### config.mk
export PLATFORM = sky130hd
export DESIGN_NAME = ipv4_timestamp_latency_accumulator_core
export DESIGN_NICKNAME = d
export VERILOG_FILES = /design/src/rtl/itla_pkg.sv /design/src/rtl/itla_frame_parser.sv /design/src/rtl/ipv4_timestamp_latency_accumulator_core.sv
export SDC_FILE = /design/constraint.sdc
export NUM_CORES = 1
export LEC_CHECK = 0
export BUFFER_PORTS_ARGS = -buffer_cell sky130_fd_sc_hd__buf_2
export CAP_MARGIN = 20
export CORE_AREA = 2 2 165 167
export CTS_CLUSTER_SIZE = 14
export DETAILED_ROUTE_END_ITERATION = 12
export DIE_AREA = 0 0 167 169
export PLACE_DENSITY = 0.81
export REMOVE_ABC_BUFFERS = 1
export SYNTH_ARGS = -nofsm -noshare
export SYNTH_HDL_FRONTEND = slang
export SYNTH_HIERARCHICAL = 1
export SYNTH_SLANG_ARGS = --single-unit
### constraint.sdc
create_clock -name i_clk -period 19.5 [get_ports i_clk]
set_input_delay 3.9 -clock i_clk [delete_from_list [all_inputs] [get_ports i_clk]]
set_output_delay 3.9 -clock i_clk [all_outputs]
set_load 0.005 [all_outputs]
### src/rtl/itla_pkg.sv
// ----------------------------------------------------------------------------
// itla_pkg
// Shared types and constants of the timestamp latency accumulator.
// ----------------------------------------------------------------------------
package itla_pkg;

    localparam int unsigned POS_W       = 7;
    localparam int unsigned ETYPE_W     = 16;
    localparam int unsigned IHL_W       = 4;
    localparam int unsigned STAMP_W     = 32;
    localparam int unsigned GOT_W       = 3;
    localparam int unsigned TOTAL_W     = 64;

    localparam logic [POS_W-1:0]   POS_MAX        = 7'd127;
    localparam logic [POS_W-1:0]   POS_ETYPE_HI   = 7'd12;
    localparam logic [POS_W-1:0]   POS_ETYPE_LO   = 7'd13;
    localparam logic [POS_W-1:0]   ETH_HDR_BYTES  = 7'd14;
    localparam logic [GOT_W-1:0]   STAMP_BYTES    = 3'd4;
    localparam logic [ETYPE_W-1:0] ETHERTYPE_IPV4 = 16'h0800;

    typedef struct packed {
        logic               ok;
        logic [STAMP_W-1:0] stamp;
    } t_frame_result;

endpackage

### src/rtl/itla_frame_parser.sv
// ----------------------------------------------------------------------------
// itla_frame_parser
// Per-frame byte tracking: ethertype, IHL and timestamp word capture, with
// the frame verdict formed on the last byte.
// ----------------------------------------------------------------------------
module itla_frame_parser
    import itla_pkg::*;
(
    input  logic                i_clk,
    input  logic                i_rst_n,
    input  logic                i_fire,
    input  logic [7:0]          i_byte,
    input  logic                i_last,
    input  logic [ETYPE_W-1:0]  i_match_ethertype,
    output t_frame_result       o_result
);

    logic [POS_W-1:0]   r_pos,   n_pos;
    logic [ETYPE_W-1:0] r_etype, n_etype;
    logic [IHL_W-1:0]   r_ihl,   n_ihl;
    logic [STAMP_W-1:0] r_stamp, n_stamp;
    logic [GOT_W-1:0]   r_got,   n_got;

    logic [POS_W-1:0]   start;
    logic [POS_W-1:0]   stop;
    logic               take;

    always_comb begin
        n_etype = r_etype;
        n_ihl   = r_ihl;
        if (r_pos == POS_ETYPE_HI) begin
            n_etype = {i_byte, r_etype[7:0]};
        end else if (r_pos == POS_ETYPE_LO) begin
            n_etype = {r_etype[15:8], i_byte};
        end else if (r_pos == ETH_HDR_BYTES) begin
            n_ihl = i_byte[IHL_W-1:0];
        end

        start = ETH_HDR_BYTES + {1'b0, n_ihl, 2'b00};
        stop  = start + 7'd4;
        take  = (r_pos != POS_MAX) && (r_pos >= start) && (r_pos < stop)
                && (r_got < STAMP_BYTES);

        n_stamp = take ? {r_stamp[STAMP_W-9:0], i_byte} : r_stamp;
        n_got   = take ? r_got + 3'd1 : r_got;
        n_pos   = (r_pos == POS_MAX) ? r_pos : r_pos + 7'd1;

        o_result.ok    = (n_etype == i_match_ethertype) && (n_got == STAMP_BYTES);
        o_result.stamp = n_stamp;
    end

    always_ff @(posedge i_clk) begin
        if (!i_rst_n) begin
            r_pos   <= '0;
            r_etype <= '0;
            r_ihl   <= '0;
            r_stamp <= '0;
            r_got   <= '0;
        end else if (i_fire) begin
            if (i_last) begin
                r_pos   <= '0;
                r_etype <= '0;
                r_ihl   <= '0;
                r_stamp <= '0;
                r_got   <= '0;
            end else begin
                r_pos   <= n_pos;
                r_etype <= n_etype;
                r_ihl   <= n_ihl;
                r_stamp <= n_stamp;
                r_got   <= n_got;
            end
        end
    end

endmodule

### src/rtl/ipv4_timestamp_latency_accumulator_core.sv
// ----------------------------------------------------------------------------
// ipv4_timestamp_latency_accumulator_core
// Counts frames of a chosen ethertype and sums the timestamp word they carry.
// ----------------------------------------------------------------------------
// Input channel: one frame byte per beat (i_data_byte, i_last_byte) under
// i_in_valid / o_in_stall. Output channel: one result beat per frame, on the
// frame's last byte, under o_out_valid / i_out_stall. A beat moves at an edge
// where valid is high and stall is low.
// A last byte is held in the input register, and its verdict is registered into the result register.
// Throughput: one byte per cycle unless a last byte waits for the result slot;
// set by the input register feeding the parser and the 64-bit total adders into the result register.
// When the receiver stalls, the result and both totals hold; the input side
// keeps taking non-last bytes and stalls only on a last byte waiting for the
// result slot.
// i_cfg_wr_en writes the match ethertype; write it only while idle.
// Synchronous reset (i_rst_n low) clears the frame state, both totals and the
// valid flags, and sets the match ethertype to 0x0800.
// ----------------------------------------------------------------------------
module ipv4_timestamp_latency_accumulator_core
    import itla_pkg::*;
(
    input  logic                i_clk,
    input  logic                i_rst_n,
    input  logic                i_cfg_wr_en,
    input  logic [ETYPE_W-1:0]  i_cfg_wr_data,
    input  logic                i_in_valid,
    output logic                o_in_stall,
    input  logic [7:0]          i_data_byte,
    input  logic                i_last_byte,
    output logic                o_out_valid,
    input  logic                i_out_stall,
    output logic                o_frame_accepted,
    output logic [STAMP_W-1:0]  o_latency_value,
    output logic [TOTAL_W-1:0]  o_packet_total,
    output logic [TOTAL_W-1:0]  o_latency_total
);

    logic [ETYPE_W-1:0] r_match;
    logic               r_in_valid;
    logic [7:0]         r_in_byte;
    logic               r_in_last;
    logic               r_out_valid;
    logic               r_out_ok;
    logic [STAMP_W-1:0] r_out_lat;
    logic [TOTAL_W-1:0] r_pkt_total;
    logic [TOTAL_W-1:0] r_lat_total;

    logic               out_free;
    logic               s1_fire;
    logic               s1_result;
    logic               in_fire;
    t_frame_result      res;

    assign out_free  = !r_out_valid || !i_out_stall;
    assign s1_fire   = r_in_valid && (!r_in_last || out_free);
    assign s1_result = s1_fire && r_in_last;
    assign o_in_stall = r_in_valid && !s1_fire;
    assign in_fire   = i_in_valid && !o_in_stall;

    itla_frame_parser u_parser (
        .i_clk             (i_clk),
        .i_rst_n           (i_rst_n),
        .i_fire            (s1_fire),
        .i_byte            (r_in_byte),
        .i_last            (r_in_last),
        .i_match_ethertype (r_match),
        .o_result          (res)
    );

    always_ff @(posedge i_clk) begin
        if (!i_rst_n) begin
            r_match <= ETHERTYPE_IPV4;
        end else if (i_cfg_wr_en) begin
            r_match <= i_cfg_wr_data;
        end
    end

    always_ff @(posedge i_clk) begin
        if (!i_rst_n) begin
            r_in_valid <= 1'b0;
        end else if (in_fire) begin
            r_in_valid <= 1'b1;
        end else if (s1_fire) begin
            r_in_valid <= 1'b0;
        end
    end

    always_ff @(posedge i_clk) begin
        if (in_fire) begin
            r_in_byte <= i_data_byte;
            r_in_last <= i_last_byte;
        end
    end

    always_ff @(posedge i_clk) begin
        if (!i_rst_n) begin
            r_out_valid <= 1'b0;
            r_pkt_total <= '0;
            r_lat_total <= '0;
        end else if (s1_result) begin
            r_out_valid <= 1'b1;
            if (res.ok) begin
                r_pkt_total <= r_pkt_total + 64'd1;
                r_lat_total <= r_lat_total + {32'd0, res.stamp};
            end
        end else if (!i_out_stall) begin
            r_out_valid <= 1'b0;
        end
    end

    always_ff @(posedge i_clk) begin
        if (s1_result) begin
            r_out_ok  <= res.ok;
            r_out_lat <= res.ok ? res.stamp : '0;
        end
    end

    assign o_out_valid      = r_out_valid;
    assign o_frame_accepted = r_out_ok;
    assign o_latency_value  = r_out_lat;
    assign o_packet_total   = r_pkt_total;
    assign o_latency_total  = r_lat_total;

`ifndef SYNTH
    a_totals_hold: assert property (@(posedge i_clk) disable iff (!i_rst_n)
        r_out_valid && i_out_stall |=> $stable(r_pkt_total) && $stable(r_lat_total))
        else $error("totals changed while result stalled");

    a_count_step: assert property (@(posedge i_clk) disable iff (!i_rst_n)
        s1_result |=> r_pkt_total == $past(r_pkt_total) + {63'd0, $past(res.ok)})
        else $error("packet total stepped wrong");

    a_reject_zero: assert property (@(posedge i_clk) disable iff (!i_rst_n)
        r_out_valid && !r_out_ok |-> r_out_lat == '0)
        else $error("rejected frame carries latency");

    a_stall_only_last: assert property (@(posedge i_clk) disable iff (!i_rst_n)
        o_in_stall |-> r_in_valid && r_in_last && r_out_valid && i_out_stall)
        else $error("input stalled without a blocked last byte");
`endif

endmodule
# --- Yosys cells after proc, flatten, opt, wreduce, memory -nomap -nowiden ---
# Index checks and enable logic that the tools add are counted.
op_classes:
  add_sub_neg: 6
  mul: 0
  div_mod_pow: 0
  n_lt_le_gt_ge: 3
  eq_ne: 9
  shift: 0
  n_mux: 17
  bitwise: 0
  reduce_logical: 18
ops:
  columns: ["op", "count"]
  rows:
  - ["$add 64x1->64 const B", 1]
  - ["$add 64x32->64", 1]
  - ["$mux 32", 2]
  - ["$mux 16", 2]
  - ["$eq 7x4->1 const B", 3]
  - ["$eq 16x16->1", 1]
  - ["$mux 4", 4]
  - ["$mux 7", 2]
  - ["$logic_and 1x1->1", 8]
  - ["$mux 8", 1]
  - ["$add 4x6->7 const A", 1]
  - ["$add 7x1->7 const B", 1]
  - ["$add 7x3->7 const B", 1]
  - ["$eq 7x7->1 const B", 1]
  - ["$ge 7x7->1", 1]
  - ["$lt 7x7->1", 1]
  - ["$ne 7x7->1 const B", 1]
  - ["$mux 3", 2]
  - ["$logic_not 1->1", 5]
  - ["$mux 1", 4]
  - ["$reduce_and 2->1", 2]
  - ["$add 3x1->3 const B", 1]
  - ["$eq 3x3->1 const B", 1]
  - ["$lt 3x3->1 const B", 1]
  - ["4 further kinds", 5]
word_totals:
  ff_bits: 250
  latchBits: 0
  ram_bits: 0
  romBits: 0
  input_bits: 30
  output_inout_bits: 163
  word_cells: 67
  mem_count: 0

# --- Longest topological paths before layout ---
logic_depth:
  word_depth: 13
  ltp_mapped: 29
  mapped_depth_nobuf: 26

# --- By module ---
# Netlist, hierarchy kept.
by_module_without_submodules:
  columns: ["mod", "n_inst", "cells_per_inst", "area_per_inst_um2"]
  rows:
  - ["ipv4_timestamp_latency_accumulator_core", 1, 1072, 9499.1]
  - ["itla_frame_parser", 1, 434, 4043.9]

# --- Worst setup path before layout ---
# Ideal clock, no wire load.
synth_timing:
  path_type: "input to output"
  startpoint: "in i_out_stall"
  endpoint: "out o_in_stall"
  arrival_time_ns: 4.135
  required_ns: 15.600
  slack_ns: 11.465
  path_stages: 2
  cell_sequence: "nand2_1 > nor2_1"
synth_via:
  elab_chain_len: 6
synth_rtl:
  columns: ["element", "line", "text"]
  rows:
  - ["from (decl)", "ipv4_timestamp_latency_accumulator_core.sv:31", "input logic i_out_stall,"]
  - ["$logic_not 1->1", null, null]
  - ["$logic_or 1x1->1", "ipv4_timestamp_latency_accumulator_core.sv:54", "assign out_free = !r_out_valid || !i_out_stall;"]
  - ["$logic_or 1x1->1", "ipv4_timestamp_latency_accumulator_core.sv:55", "assign s1_fire = r_in_valid && (!r_in_last || out_free);"]
  - ["$logic_and 1x1->1", "ipv4_timestamp_latency_accumulator_core.sv:55", null]
  - ["$logic_not 1->1", "ipv4_timestamp_latency_accumulator_core.sv:57", "assign o_in_stall = r_in_valid && !s1_fire;"]
  - ["$logic_and 1x1->1", "ipv4_timestamp_latency_accumulator_core.sv:57", null]
  - ["to (decl)", "ipv4_timestamp_latency_accumulator_core.sv:27", "output logic o_in_stall,"]
# No other way between the ends.

# --- Worst setup path in the final report ---
# Ends and elaborated chain as after synthesis.

==> summary.txt <==
Logic synthesis
  – EDFF count, synth: 42
  – Seq/Total Area, Yosys: 40.06%
  – Syn avg cell area: 8.993 µm²
  – Post-synth top area share: 30.75%
  – Async SR Flop Fraction: 0%
  – Synth area leaders: dfxtp_1 (31%), edfxtp_1 (9.3%), ha_1 (4.5%)
  – Synth unique cells: 81
  – Synth Cell Area: 13,540 µm²
  – Post-Synthesis Cells: 1,506
  – Synth Register Bits: 250
  – Yosys Warn Count: 6
  – Synth Flop Type: dfxtp_1
  – Area leader, netlist: dfxtp_1

Status
  – Status: finished, final reports clean

Global routing
  – M2 GR Usage: 40.29%
  – GRT overflow: 0
  – Met1 usage: 32.36%
  – Met3 usage: 2.899%
  – First-pass GRT wire length: 57.33 mm
  – Total GRT Usage: 24.08%
  – Vias in the first global route: 11,380
  – Largest net degree at the start of global routing: 96
  – Initial antenna violation count: 1
  – Most Crowded Layer GR: met2

Critical path
  – FF-to-FF Start: u_parser/r_pos[0]$_SDFFE_PN0P_
  – RR Endpoint: o_latency_total[53]$_SDFFE_PN0P_
  – Worst Setup EP: o_in_stall
  – CP arrival: 4.47 ns
  – Worst Path Required: 15.60 ns
  – Crit Path Max Fanout: 4
  – Worst reg-to-reg setup slack: 11.81 ns
  – Worst Setup SP: i_out_stall
  – Element type at the critical path end: primary output
  – WS Path Type: in2out
  – Nature of the critical path startpoint: input port
  – Worst reg2reg path depth: 26

Power
  – Maximum vdd drop: 0.08700 mV
  – PD cells: 67.27 nW/µm²
  – Leak: 6.683 nW

STA
  – Setup Total Neg Slack: 0 ns
  – RSZ-0062 raised after global routing: false
  – Final Skew: 0.01017 ns
  – Hold_ws: 0.4779 ns
  – Minimum clock period: 8.374 ns
  – Setup violations, final: 0
  – Final worst path period share: 42.94%
  – Fin. Hold Viols: 0
  – Slew Limit Fails: 0
  – Achievable clock frequency: 0.1194 GHz
  – Slew @ Worst Pin: 1.090 ns
  – Slew HR: 27.20%

Run
  – Total of max-cap violations: 0

Die
  – Die Area: 28,220 µm²
  – Ports: 193
  – Initial Util: 51.10%
  – Chip width: 167 µm
  – Core footprint: 26,500 µm²
  – FP Rows: 60
  – Die height: 169 µm

Detailed routing
  – Routed length per instance: 17.45 µm
  – Drc violations: 0
  – Vias per inst: 5.926
  – Final WL: 35.15 mm
  – Initial drt markers: 752
  – Vias: 11,930
  – ANT nets after route: 0
  – DRT Pass-1 Iters: 6

Final layout
  – Area growth syn-to-layout: 14.60%
  – Commonest non-fill, non-tap cell in the layout: dfxtp_1
  – Layout cells sized above 1: 18.19%
  – Final Cell Area: 15,520 µm²
  – Nets: 1,733
  – Most frequent cells in the layout: dfxtp_1 (208), buf_2 (191), nand2_1 (148)

CTS
  – CTS clock-pin slew for the worst setup and hold paths: 0.06 ns
  – Post-CTS Setup Inserts: 0
  – Num CTS Buffers: 27
  – Cts repair resizes: 0
  – H-tree Lvls: 1
  – CTS sink count: 250
  – Worst-Skew Late Latency: 0.54 ns
  – CTS Root Cell: clkbuf_16
  – Hold buffer count at cts: 0
  – CTS Buffer Depth: 3
  – CTS tree: done

Placed design
  – GPL Wtd Cong: 0.9217
  – Placed instance area: 14,710 µm²
  – Port bufs: 192
  – HPWL Detailed: 24.30 mm

Hold path
  – Hold Crit Class: reg2reg
  – WHS Path Cells: 2
  – Hold_sp: o_latency_total[15]$_SDFFE_PN0P_
==> routing by layer <==
| metal | vias to the layer above | wire length (µm) |
|---|---|---|
| li1 | 5741 | - |
| met1 | 5715 | 15510 |
| met2 | 402 | 16600 |
| met3 | 76 | 1970 |
| met4 | 0 | 1071 |
| met5 | - | 0 |
==> worst min-delay path by stage <==
stage                                            end  slack [ns]
global placement    o_latency_total[53]$_SDFFE_PN0P_        0.46
finish              o_latency_total[15]$_SDFFE_PN0P_        0.48
global route         o_latency_total[9]$_SDFFE_PN0P_        0.51
detailed placement  o_latency_total[15]$_SDFFE_PN0P_        0.47
floorplan             u_parser/r_ihl[2]$_SDFFE_PN0P_        0.46
CTS                 o_latency_total[15]$_SDFFE_PN0P_        0.48
==> cell usage after synthesis, drive strengths merged (6+ instances only) <==
cell     count
dfxtp      208
nand2      148
nor2       108
a21oi       98
clkbuf      68
o21ai       67
and3        63
nand3       57
xnor2       57
xor2        55
ha          49
and2        47
edfxtp      42
and3b       34
a221o       33
mux2        33
inv         31
mux2i       31
or3         30
nand4       26
nor2b       26
a22oi       16
o211ai      16
buf         15
and4        14
nand2b      14
nor3        14
a21o        13
a31oi        9
a2111oi      8
nor4         7
o31ai        7
a211oi       6
or2          6
or4          6
==> kinds of logic (layout without fill, tap and decap cells) <==
family | after synthesis | count (layout) | synth area share, %
AOI/OAI and AO/OA | 308 | 308 | 15.69
DFF | 250 | 250 | 40.06
adders and majority gates | 50 | 50 | 4.675
other | 0 | 2 | 0
muxes | 64 | 64 | 5.035
xor gates and xnor gates | 112 | 112 | 7.243
and+or+nand+nor | 608 | 608 | 24.02
buffers and inverters | 114 | 279 | 3.280
==> state kept, by name, summed over array words and instances, names as in the netlist <==
name	cells
r_match	16
u_parser/r_stamp	32
o_latency_value	32
r_in_valid	1
o_packet_total	64
r_in_last	1
u_parser/r_got	3
u_parser/r_ihl	4
o_latency_total	64
u_parser/r_pos	7
r_in_byte	8
o_frame_accepted	1
u_parser/r_etype	16
o_out_valid	1
==> report_power, final <==
group	internal, mW	switching, mW
sequential	0.528	0.00635
combinational	0.0116	0.0203
clock	0.270	0.208
total	0.809	0.235
==> metrics by stage <==
step	util [%]	cells	power [mW]	setup WS, ns
3_5_place_dp	55.51	1965	0.5773	11.12
5_1_grt	58.56	2013	1.078	11.08
4_1_cts	58.55	2012	1.055	11.12
2_1_floorplan	-	1423	0.5608	11.46
3_3_place_gp	55.51	1965	0.5765	11.14
6_report	58.56	2014	1.044	11.13
==> layout make-up <==
class	instances	area (µm²)
antenna	2	5.005
clock buffer	41	768.2
clock inverter	6	36.28
fill	2294	10980
inverter	31	118.9
multi-input combinational	1142	7709
sequential	250	5425
tap	341	426.7
timing repair buffer	201	1031
==> critical path, cell delays in order <==
cell,delay [ns]
buf_2,0.16
nand2_1,0.09
nor2_1,0.18
buf_2,0.15
No activity file was read; power rests on OpenSTA's default activity.
